==> src/rtl/nearby_duplicate_detector_defines.svh <==
`ifndef NEARBY_DUPLICATE_DETECTOR_DEFINES_SVH
`define NEARBY_DUPLICATE_DETECTOR_DEFINES_SVH

// same-cycle implication, skipped while reset is low
`define NDD_ASSERT_NOW(lbl, clk, rst_n, ante, cons, msg) \
    lbl: assert property (@(posedge clk) disable iff (!(rst_n)) (ante) |-> (cons)) \
        else $error(msg);

// next-cycle implication, skipped while reset is low
`define NDD_ASSERT_NEXT(lbl, clk, rst_n, ante, cons, msg) \
    lbl: assert property (@(posedge clk) disable iff (!(rst_n)) (ante) |=> (cons)) \
        else $error(msg);

`endif

==> src/rtl/ndd_pkg.sv <==
`default_nettype none

package ndd_pkg;

    localparam int unsigned WINDOW_DEPTH = 64;
    localparam int unsigned VALUE_W      = 32;
    localparam int unsigned K_W          = 7;
    localparam int unsigned FILL_W       = $clog2(WINDOW_DEPTH + 1);
    localparam int unsigned CNT_W        = (FILL_W > K_W) ? FILL_W : K_W;
    localparam int unsigned GROUP        = 8;
    localparam int unsigned GROUPS       = (WINDOW_DEPTH + GROUP - 1) / GROUP;
    localparam int unsigned OUT_TDATA_W  = 8;

    typedef logic signed [VALUE_W-1:0] t_value;
    typedef logic [FILL_W-1:0]         t_fill;
    typedef logic [CNT_W-1:0]          t_cnt;
    typedef logic [K_W-1:0]            t_window;

    typedef struct packed {
        logic valid;
        logic first;
    } t_stage_ctl;

endpackage

`default_nettype wire

==> src/rtl/ndd_cell.sv <==
`default_nettype none

// One window slot: holds a value, passes it to the older neighbor on each
// transfer, and flags a match against the incoming value.
module ndd_cell (
    input  wire             i_clk,
    input  wire             i_shift,
    input  wire             i_adv,
    input  wire             i_en,
    input  ndd_pkg::t_value i_prev,
    input  ndd_pkg::t_value i_cmp,
    output ndd_pkg::t_value o_value,
    output logic            o_match
);

    ndd_pkg::t_value r_value;
    logic            r_match;
    logic            n_match;

    assign n_match = i_en && (r_value == i_cmp);

    always_ff @(posedge i_clk) begin
        if (i_shift) begin
            r_value <= i_prev;
        end
        if (i_adv) begin
            r_match <= n_match;
        end
    end

    assign o_value = r_value;
    assign o_match = r_match;

endmodule

`default_nettype wire

==> src/rtl/ndd_reduce.sv <==
`default_nettype none

// First level of the match OR tree, registered per group of cells.
module ndd_reduce (
    input  wire                                i_clk,
    input  wire                                i_rst_n,
    input  wire                                i_adv,
    input  ndd_pkg::t_stage_ctl                i_ctl,
    input  wire  [ndd_pkg::WINDOW_DEPTH-1:0]   i_match,
    output ndd_pkg::t_stage_ctl                o_ctl,
    output logic [ndd_pkg::GROUPS-1:0]         o_group
);

    localparam int unsigned PAD_W = ndd_pkg::GROUPS * ndd_pkg::GROUP;

    logic [PAD_W-1:0]           w_padded;
    logic [ndd_pkg::GROUPS-1:0] n_group;
    logic [ndd_pkg::GROUPS-1:0] r_group;
    ndd_pkg::t_stage_ctl        r_ctl;

    assign w_padded = PAD_W'(i_match);

    always_comb begin
        for (int g = 0; g < int'(ndd_pkg::GROUPS); g++) begin
            n_group[g] = |w_padded[g*ndd_pkg::GROUP +: ndd_pkg::GROUP];
        end
    end

    always_ff @(posedge i_clk) begin
        if (!i_rst_n) begin
            r_ctl <= '0;
        end else if (i_adv) begin
            r_ctl <= i_ctl;
        end
    end

    always_ff @(posedge i_clk) begin
        if (i_adv) begin
            r_group <= n_group;
        end
    end

    assign o_ctl   = r_ctl;
    assign o_group = r_group;

endmodule

`default_nettype wire

==> src/rtl/nearby_duplicate_detector.sv <==
// Channel  | Direction | Signals                              | Contents
// ---------+-----------+--------------------------------------+-------------------------------
// s        | in        | i_s_tvalid, o_s_tready, i_s_tdata,   | tdata: value; tuser: first
//          |           | i_s_tuser                            |
// m        | out       | o_m_tvalid, i_m_tready, o_m_tdata    | tdata: hit, found, zero pad
// cfg      | in        | i_cfg_valid, o_cfg_ready, i_cfg_data | window_k
//
// One item per cycle while the output register is empty or taken; results are registered
// in the cell compare at the transfer edge, then group OR, then final OR plus sticky flag.
// All window slots compare in parallel in the cell row; the row shifts once per transfer.
// Synchronous active-low reset clears fill count, sticky flag, window_k and
// stage valids; slot contents are left as they are and never read before written.
// o_s_tready drops only while the output register is full and not taken;
// the whole pipe then holds.
`default_nettype none

`include "nearby_duplicate_detector_defines.svh"

module nearby_duplicate_detector (
    input  wire                                i_clk,
    input  wire                                i_rst_n,
    input  wire                                i_s_tvalid,
    output logic                               o_s_tready,
    input  wire  [ndd_pkg::VALUE_W-1:0]        i_s_tdata,   // [31:0] value
    input  wire                                i_s_tuser,   // [0] first
    output logic                               o_m_tvalid,
    input  wire                                i_m_tready,
    output logic [ndd_pkg::OUT_TDATA_W-1:0]    o_m_tdata,   // [0] hit, [1] found, rest 0
    input  wire                                i_cfg_valid,
    output logic                               o_cfg_ready,
    input  wire  [ndd_pkg::K_W-1:0]            i_cfg_data   // [6:0] window_k
);

    localparam int unsigned D = ndd_pkg::WINDOW_DEPTH;

    logic                 w_adv;
    logic                 w_acc;
    ndd_pkg::t_window     r_window_k;
    ndd_pkg::t_fill       r_fill;
    ndd_pkg::t_fill       n_fill;
    ndd_pkg::t_cnt        w_k_clamp;
    ndd_pkg::t_cnt        w_fill_eff;
    ndd_pkg::t_cnt        w_span;
    logic [D-1:0]         w_en;
    logic [D-1:0]         w_match;
    ndd_pkg::t_value      w_val [D];
    ndd_pkg::t_stage_ctl  r_s1;
    ndd_pkg::t_stage_ctl  n_s1;
    ndd_pkg::t_stage_ctl  w_s2;
    logic [ndd_pkg::GROUPS-1:0] w_group;
    logic                 r_out_valid;
    logic                 r_hit;
    logic                 r_found;
    logic                 r_seen;
    logic                 n_hit;
    logic                 n_found;

    assign w_adv      = !r_out_valid || i_m_tready;
    assign o_s_tready = w_adv;
    assign w_acc      = i_s_tvalid && w_adv;

    // configuration
    assign o_cfg_ready = 1'b1;

    always_ff @(posedge i_clk) begin
        if (!i_rst_n) begin
            r_window_k <= '0;
        end else if (i_cfg_valid) begin
            r_window_k <= i_cfg_data;
        end
    end

    // compare span: min(clamped window, entries in current array)
    always_comb begin
        w_k_clamp = ndd_pkg::CNT_W'(r_window_k);
        if (w_k_clamp > ndd_pkg::CNT_W'(D)) begin
            w_k_clamp = ndd_pkg::CNT_W'(D);
        end
        w_fill_eff = i_s_tuser ? '0 : ndd_pkg::CNT_W'(r_fill);
        w_span     = (w_k_clamp < w_fill_eff) ? w_k_clamp : w_fill_eff;
    end

    always_comb begin
        n_fill = r_fill;
        if (w_acc) begin
            if (i_s_tuser) begin
                n_fill = ndd_pkg::FILL_W'(1);
            end else if (r_fill < ndd_pkg::FILL_W'(D)) begin
                n_fill = r_fill + ndd_pkg::FILL_W'(1);
            end
        end
    end

    always_ff @(posedge i_clk) begin
        if (!i_rst_n) begin
            r_fill <= '0;
        end else begin
            r_fill <= n_fill;
        end
    end

    // cell row, slot 0 newest
    for (genvar i = 0; i < int'(D); i++) begin : g_cell
        ndd_pkg::t_value w_prev;

        assign w_en[i] = ndd_pkg::CNT_W'(i) < w_span;

        if (i == 0) begin : g_head
            assign w_prev = ndd_pkg::t_value'(i_s_tdata);
        end else begin : g_body
            assign w_prev = w_val[i-1];
        end

        ndd_cell u_cell (
            .i_clk   (i_clk),
            .i_shift (w_acc),
            .i_adv   (w_adv),
            .i_en    (w_en[i]),
            .i_prev  (w_prev),
            .i_cmp   (ndd_pkg::t_value'(i_s_tdata)),
            .o_value (w_val[i]),
            .o_match (w_match[i])
        );
    end

    assign n_s1.valid = w_acc;
    assign n_s1.first = i_s_tuser;

    always_ff @(posedge i_clk) begin
        if (!i_rst_n) begin
            r_s1 <= '0;
        end else if (w_adv) begin
            r_s1 <= n_s1;
        end
    end

    ndd_reduce u_reduce (
        .i_clk   (i_clk),
        .i_rst_n (i_rst_n),
        .i_adv   (w_adv),
        .i_ctl   (r_s1),
        .i_match (w_match),
        .o_ctl   (w_s2),
        .o_group (w_group)
    );

    // final OR and sticky flag
    assign n_hit   = |w_group;
    assign n_found = (!w_s2.first && r_seen) || n_hit;

    always_ff @(posedge i_clk) begin
        if (!i_rst_n) begin
            r_out_valid <= 1'b0;
            r_seen      <= 1'b0;
        end else if (w_adv) begin
            r_out_valid <= w_s2.valid;
            if (w_s2.valid) begin
                r_seen <= n_found;
            end
        end
    end

    always_ff @(posedge i_clk) begin
        if (w_adv && w_s2.valid) begin
            r_hit   <= n_hit;
            r_found <= n_found;
        end
    end

    assign o_m_tvalid = r_out_valid;
    assign o_m_tdata  = {(ndd_pkg::OUT_TDATA_W-2)'(0), r_found, r_hit};

    `NDD_ASSERT_NOW(a_hit_implies_found, i_clk, i_rst_n, o_m_tvalid,
        (!r_hit || r_found), "hit without found")
    `NDD_ASSERT_NOW(a_fill_bound, i_clk, i_rst_n, 1'b1,
        (r_fill <= ndd_pkg::FILL_W'(D)), "fill count above depth")
    `NDD_ASSERT_NEXT(a_first_restarts, i_clk, i_rst_n, (w_acc && i_s_tuser),
        (r_fill == ndd_pkg::FILL_W'(1)), "array start did not restart fill count")
    `NDD_ASSERT_NEXT(a_zero_window, i_clk, i_rst_n, (w_acc && (r_window_k == '0)),
        (w_match == '0), "match with zero window")

endmodule

`default_nettype wire
==> config.mk <==
export PLATFORM = sky130hd
export DESIGN_NAME = nearby_duplicate_detector
export DESIGN_NICKNAME = d
export VERILOG_FILES = /design/src/rtl/ndd_pkg.sv /design/src/rtl/ndd_cell.sv /design/src/rtl/ndd_reduce.sv /design/src/rtl/nearby_duplicate_detector.sv
export VERILOG_INCLUDE_DIRS = /design/src /design/src/rtl
export SDC_FILE = /design/constraint.sdc
export NUM_CORES = 2
export LEC_CHECK = 0
export ABC_AREA = 1
export BUFFER_PORTS_ARGS = -buffer_cell sky130_fd_sc_hd__buf_2
export CELL_PAD_IN_SITES_DETAIL_PLACEMENT = 0
export CELL_PAD_IN_SITES_GLOBAL_PLACEMENT = 1
export CORE_ASPECT_RATIO = 1.2
export CORE_MARGIN = 2
export CORE_UTILIZATION = 35
export CTS_CLUSTER_DIAMETER = 150
export DETAILED_ROUTE_END_ITERATION = 6
export GPL_ROUTABILITY_DRIVEN = 0
export PLACE_DENSITY = 0.68
export SYNTH_ARGS = -nofsm -noshare
export SYNTH_HDL_FRONTEND = slang
export SYNTH_SLANG_ARGS = --single-unit
export TNS_END_PERCENT = 100
==> constraint.sdc <==
create_clock -name i_clk -period 109.5 [get_ports i_clk]
set_input_delay 5.475 -clock i_clk [delete_from_list [all_inputs] [get_ports i_clk]]
set_output_delay 5.475 -clock i_clk [all_outputs]
set_load 0.005 [all_outputs]
# --- Word-level counts from Yosys, hierarchy flattened ---
# Cells that the tools add are included.
word_totals:
  wordCells: 359
  out_inout_bits: 11
  register_bits: 2142
  inputBits: 45
op_classes:
  reduce_logical: 83
  n_eq_ne: 64
  n_lt_le_gt_ge: 67
  mux: 5
  n_addsub: 1
op_table:
  columns: ["operator", "n"]
  rows:
  - ["32-bit equality test", 64]
  - ["6-bit by 7-bit < comparator with 1-bit output, first input constant", 32]
  - ["5-bit by 7-bit < comparator with 1-bit output, first input constant", 16]
  - ["8-bit OR reduction", 9]
  - ["1-bit logical AND", 67]
  - ["4-bit by 7-bit < comparator with 1-bit output, first input constant", 8]
  - ["7-bit 2-to-1 mux", 5]
  - ["3-bit by 7-bit < comparator with 1-bit output, first input constant", 4]
  - ["1-bit by 7-bit < comparator with 1-bit output, first input constant", 2]
  - ["2-bit by 7-bit < comparator with 1-bit output, first input constant", 2]
  - ["7-bit by 1-bit adder with 7-bit output, second input constant", 1]
  - ["7-bit greater-than comparator, second input constant", 1]
  - ["7-bit < comparator", 1]
  - ["7-bit < comparator, second input constant", 1]
  - ["2-bit AND reduction", 2]
  - ["1-bit zero test", 2]
  - ["1-bit logical OR", 2]
  - ["2-bit nonzero test", 1]

# --- Depth between registers and ports, before layout ---
depth:
  depth_word: 6
  depth_mapped: 21
  ltp_nobuf: 20

# --- Hierarchy ---
# A second synthesis with hierarchy kept.
unflattened:
  cells_unflattened: 11394
  hier_area_um2: 103310.3
by_module_without_submodules:
  columns: ["mod", "seq_area_each_um2", "n_inst", "cells_each", "area_per_inst_um2"]
  rows:
  - ["ndd_cell", 991.0, 64, 171, 1571.5]
  - ["nearby_duplicate_detector", 420.4, 1, 313, 1974.4]
  - ["ndd_reduce", 280.3, 1, 137, 759.5]

# --- Worst setup path before layout ---
# OpenSTA, ideal clock, no wires.
synth_path:
  path_type: "input to register"
  from: "input i_m_tready"
  to: "register g_cell[0].u_cell.r_value[0], enable pin"
  required_ns: 107.128
  cell_stages: 4
  n_path_buf: 0
  path_slack_ns: 60.472
  setup_ns: 2.372
  arrival_time_ns: 46.656
  cell_sequence: "nor2_1 -> inv_1 -> nand2_1 -> inv_1"
synth_between:
  elab_chain_len: 2
synth_rtl:
  columns: ["element", "line_no", "source"]
  rows:
  - ["start: declaration", "nearby_duplicate_detector.sv:27", "input wire i_m_tready,"]
  - ["1-bit logical OR", "nearby_duplicate_detector.sv:58", "assign w_adv = !r_out_valid || i_m_tready;"]
  - ["net o_s_tready", "nearby_duplicate_detector.sv:23", "output logic o_s_tready,"]
  - ["1-bit logical AND", "nearby_duplicate_detector.sv:60", "assign w_acc = i_s_tvalid && w_adv;"]
  - ["net g_cell[0].u_cell.i_shift", "ndd_cell.sv:7", "input wire i_shift,"]
  - ["end signal: assignment", "ndd_cell.sv:24", "r_value <= i_prev;"]
  - ["end: declaration", "ndd_cell.sv:16", "ndd_pkg::t_value r_value;"]
# The timed path passes the listed nets, and every way through them passes these cells.
# A chain may end at the register's enable or synchronous reset.

# --- Worst setup path in the final report ---
layout_path:
  from: "input i_m_tready"
  to: "output o_s_tready"
layout_between:
  elab_chain_len: 1
layout_rtl:
  columns: ["element", "line_no"]
  rows:
  - ["1-bit logical OR", "nearby_duplicate_detector.sv:58"]
  - ["end: declaration", "nearby_duplicate_detector.sv:23"]
# No other way between the ends.

==> impl_metrics.prom <==
# TYPE chip_impl_metric gauge
chip_impl_metric{name="finish.net_count",unit=""} 6445
chip_impl_metric{name="post_synth_instance_area",unit="sq um"} 91400
chip_impl_metric{name="worstSetupPathDepth",unit=""} 5
chip_impl_metric{name="avgSynthCellArea",unit="sq um"} 14.5
chip_impl_info{name="postSynth.topFlopCell",value="edfxtp_1"} 1
chip_impl_metric{name="period_minus_slack",unit="ns"} 12.16
chip_impl_metric{name="drv.max_cap_violation_count",unit=""} 0
chip_impl_metric{name="design.portCount",unit=""} 56
chip_impl_metric{name="switching_share",unit="%"} 23.9
chip_impl_metric{name="layout-area-overhead-vs-synth",unit="%"} 11.9
chip_impl_metric{name="ir_worst_vdd",unit="uV"} 14.3
chip_impl_info{name="post_synth_most_frequent_cells",value="edfxtp_1, xnor2_1, nand2_1"} 1
chip_impl_info{name="worst_r2r_startpoint",value="o_m_tvalid$_SDFFE_PN0N_"} 1
chip_impl_metric{name="die-height",unit="um"} 564
chip_impl_metric{name="grt_use_total",unit="%"} 16.6
chip_impl_metric{name="postSynthRegisterBits",unit=""} 2142
chip_impl_metric{name="core",unit="sq um"} 260000
chip_impl_metric{name="logic_pwr_share",unit="%"} 8.0
chip_impl_metric{name="worst-endpoint-required",unit="ns"} 104.03
chip_impl_metric{name="yosys.cell_types.count",unit=""} 41
chip_impl_metric{name="grt_pass1_vias",unit=""} 48500
chip_impl_metric{name="antenna_found_initial",unit=""} 7
chip_impl_metric{name="grt_pass1_wl",unit="um"} 325000
chip_impl_metric{name="layout.filler_cells",unit=""} 24000
chip_impl_metric{name="cts-resized-gates",unit=""} 0
chip_impl_metric{name="async_reset_ff_share",unit="%"} 0
chip_impl_info{name="crit_chain",value="buf_2 -> nor2_1 -> clkinv_2 -> buf_4 -> buf_2"} 1
chip_impl_metric{name="cp_max_fo",unit=""} 78
chip_impl_metric{name="report.power.total",unit="W"} 0.00189
chip_impl_metric{name="cts_max_path_buffers",unit=""} 3
chip_impl_info{name="post-synth-top-count-cell",value="edfxtp_1"} 1
chip_impl_metric{name="cts_hold_buf",unit=""} 0
chip_impl_metric{name="cellPowerDensity",unit="nW/um^2"} 18.5
chip_impl_metric{name="postPlaceCellArea",unit="sq um"} 95300
chip_impl_info{name="criticalPathCategory",value="input port to primary output"} 1
chip_impl_metric{name="clock_insertion_delay_worst_skew",unit="ns"} 0.88
chip_impl_metric{name="worst-endpoint-arrival",unit="ns"} 6.69
chip_impl_metric{name="switching_component_of_the_power",unit="W"} 0.000451
chip_impl_info{name="critical_hold_path_startpoint",value="g_cell[51].u_cell.o_value[1]$_DFFE_PP_"} 1
chip_impl_info{name="cp_top_family",value="buffers and inverters"} 1
chip_impl_metric{name="synth.yosys.seq_area_share",unit="%"} 70.2
chip_impl_metric{name="regToRegSetupSlack",unit="ns"} 102.02
chip_impl_metric{name="floorplan.die_area",unit="sq um"} 265000
chip_impl_metric{name="cts_num_sinks",unit=""} 2142
chip_impl_metric{name="postLayoutCellArea",unit="sq um"} 102000
chip_impl_metric{name="cts-buffers-inserted",unit=""} 215
chip_impl_metric{name="sequentialPowerShare",unit="%"} 53.2
chip_impl_metric{name="hold-path-cell-count",unit=""} 0
chip_impl_metric{name="clk_transition_reported_paths",unit="ns"} 0.06
chip_impl_info{name="critical_path.slowest_cell",value="buf_4"} 1
chip_impl_metric{name="final-seq-area",unit="sq um"} 64100
chip_impl_info{name="hold_path.class",value="register to register"} 1
chip_impl_metric{name="final_util",unit="%"} 39.4
chip_impl_metric{name="timing.final.hold_violations",unit=""} 0
chip_impl_metric{name="globalRoute.totalOverflow",unit=""} 0
chip_impl_info{name="cts_tree",value="yes"} 1
chip_impl_metric{name="final.setup_skew",unit="ns"} 0.0318
chip_impl_metric{name="grt_start_max_net_pins",unit=""} 189
chip_impl_metric{name="multi_input_area",unit="sq um"} 25500
chip_impl_metric{name="finalWirelength",unit="um"} 224000
chip_impl_metric{name="final_min_period_over_clock_period",unit="%"} 11.1
chip_impl_metric{name="fmaxAchievable",unit="MHz"} 82.2
chip_impl_metric{name="post_route_cells_drive_above_1_share",unit="%"} 10.4
chip_impl_info{name="run_status",value="finished, final reports clean"} 1
chip_impl_metric{name="h-tree-depth",unit=""} 4
chip_impl_metric{name="core.rowCount",unit=""} 205
chip_impl_metric{name="static-leakage-power",unit="nW"} 32.8
chip_impl_metric{name="timing.critical_path.slowest_cell_delay",unit="ns"} 0.73
chip_impl_metric{name="io_buffers",unit=""} 48
chip_impl_info{name="regToRegEndpoint",value="g_cell[43].u_cell.o_value[13]$_DFFE_PP_"} 1
chip_impl_metric{name="detailedPlacementHpwl",unit="um"} 150000
chip_impl_metric{name="relSlewSlack",unit="%"} 13.6
chip_impl_info{name="startpoint_type",value="input port"} 1
chip_impl_metric{name="tightest_slew",unit="ns"} 1.28
chip_impl_info{name="crit_path_end_kind",value="primary output"} 1
chip_impl_metric{name="netlist.area_leader.share",unit="%"} 69.7
chip_impl_metric{name="post-route-drc-count",unit=""} 0
chip_impl_metric{name="route.antenna.remaining_nets",unit=""} 0
chip_impl_info{name="timing.hold.worst_endpoint",value="g_cell[52].u_cell.o_value[1]$_DFFE_PP_"} 1
chip_impl_metric{name="cellInternalPower",unit="W"} 0.00144
chip_impl_metric{name="detailedRoute.firstPassIterationCount",unit=""} 6
chip_impl_metric{name="p_clk_share",unit="%"} 38.8
chip_impl_metric{name="final_max_slew_viol_count",unit=""} 0
chip_impl_info{name="ys_top_cells_by_area",value="edfxtp_1, xnor2_1, nand4_1"} 1
chip_impl_metric{name="start_util",unit="%"} 35.2
chip_impl_metric{name="post-cts-setup-buffer-count",unit=""} 0
chip_impl_metric{name="rr_worst_depth",unit=""} 11
chip_impl_info{name="grt_setup_unrepaired",value="false"} 1
chip_impl_metric{name="postSynthCellCount",unit=""} 6311
chip_impl_metric{name="synth_enable_flop_cells",unit=""} 2122
chip_impl_metric{name="fin_tns_setup",unit="ns"} 0
chip_impl_metric{name="timing.final.setup_violations",unit=""} 0
chip_impl_info{name="worst_path_most_repeated_cell",value="buf_2"} 1
chip_impl_metric{name="drt_first_iter_violations",unit=""} 4328
chip_impl_metric{name="die_w",unit="um"} 470
chip_impl_info{name="netlist.top_cell.by_area",value="edfxtp_1"} 1
chip_impl_metric{name="avgRoutedWirePerCell",unit="um"} 22.4
chip_impl_metric{name="synth_warnings",unit=""} 0
chip_impl_info{name="cts_root_buffer",value="clkbuf_16"} 1
chip_impl_metric{name="routed-via-count",unit=""} 48600
chip_impl_metric{name="drt-vias-per-instance",unit=""} 4.86
chip_impl_metric{name="timing.critical_path.buf_inv",unit=""} 4
[power groups by stage]
stage | logic, W | registers (W) | clock network, W
after global routing | 0.000165 | 0.00101 | 0.000780
final | 0.000151 | 0.00101 | 0.000734
after detailed placement | 0.000153 | 0.00102 | 0
after global placement | 0.000150 | 0.00102 | 0
after CTS | 0.000153 | 0.00101 | 0.000750
after floorplan | 0.000116 | 0.00109 | 0
[kinds of logic (layout without fill, tap and decap cells)]
logic type / after synthesis / count (layout) / synth area share (%)
xor+xnor: 1778 / 1778 / 17.0
buf+inv: 382 / 647 / 1.95
simple gates: 1879 / 1879 / 10.0
other cells: 2 / 10 / 0.00822
flops: 2142 / 2142 / 70.2
compound gates: 121 / 121 / 0.731
fa+ha+maj: 7 / 7 / 0.0958
[routing by layer]
layer / up-vias / share of wire (%) / global-route usage (%)
met3: 321 / 4.3 / 2.35
met1: 24800 / 42 / 20.9
li1: 22400 / - / -
met2: 1077 / 51 / 29.0
met4: 4 / 3.4 / 6.06
met5: - / 0.0094 / 0
[placed cells by master (no fill, tap or decap), drive strengths merged, types with 6 or more instances in the layout]
master / instances
nor3b: 6
nor2: 441
nor3: 101
xor2: 245
nand4: 373
o2111ai: 11
dfxtp: 20
or2: 208
inv: 130
bufinv: 20
nand3: 165
xnor2: 1533
clkinvlp: 8
clkbuf: 256
conb: 7
o21ai: 26
ha: 7
nor4: 47
clkinv: 112
a21oi: 74
edfxtp: 2122
nand2: 533
buf: 121
[stage by stage]
stage / std cells / setup slack [ns] / hold slack [ns]
2_1_floorplan: 6316 / 60.47 / 0.436
3_5_place_dp: 9591 / 96.82 / 0.452
3_3_place_gp: 9591 / 97.04 / 0.444
4_1_cts: 9996 / 97.31 / 0.435
5_1_grt: 9997 / 97.21 / 0.450
6_report: 9999 / 97.34 / 0.436
[worst max path at each step]
stage                    start                                       to  slack, ns
global placement    i_m_tready   g_cell[40].u_cell.o_value[8]$_DFFE_PP_      97.04
global route        i_m_tready  g_cell[42].u_cell.o_value[11]$_DFFE_PP_      97.21
floorplan           i_m_tready    g_cell[0].u_cell.o_value[0]$_DFFE_PP_      60.47
CTS                 i_m_tready                               o_s_tready      97.31
finish              i_m_tready                               o_s_tready      97.34
detailed placement  i_m_tready   g_cell[40].u_cell.o_value[8]$_DFFE_PP_      96.82
[flip-flops by register name, indices dropped and copies added (netlist names)]
name,flops
g_cell.u_cell.o_value,2048
r_seen,1
u_reduce.o_group,8
r_hit,1
r_found,1
g_cell.u_cell.o_match,64
r_window_k,7
u_reduce.o_ctl,2
r_fill,7
o_m_tvalid,1
r_s1,2
[area by class of cell]
| type | count | area share [%] |
|---|---|---|
| Timing Repair Buffer | 121 | 0.886 |
| Multi-Input combinational cell | 3792 | 25.0 |
| Antenna cell | 3 | 0.00734 |
| Tap cell | 3415 | 4.18 |
| Inverter | 121 | 0.453 |
| Clock inverter | 149 | 1.36 |
| Clock buffer | 256 | 5.45 |
| Sequential cell | 2142 | 62.7 |
(Power assumes the default switching activity.)
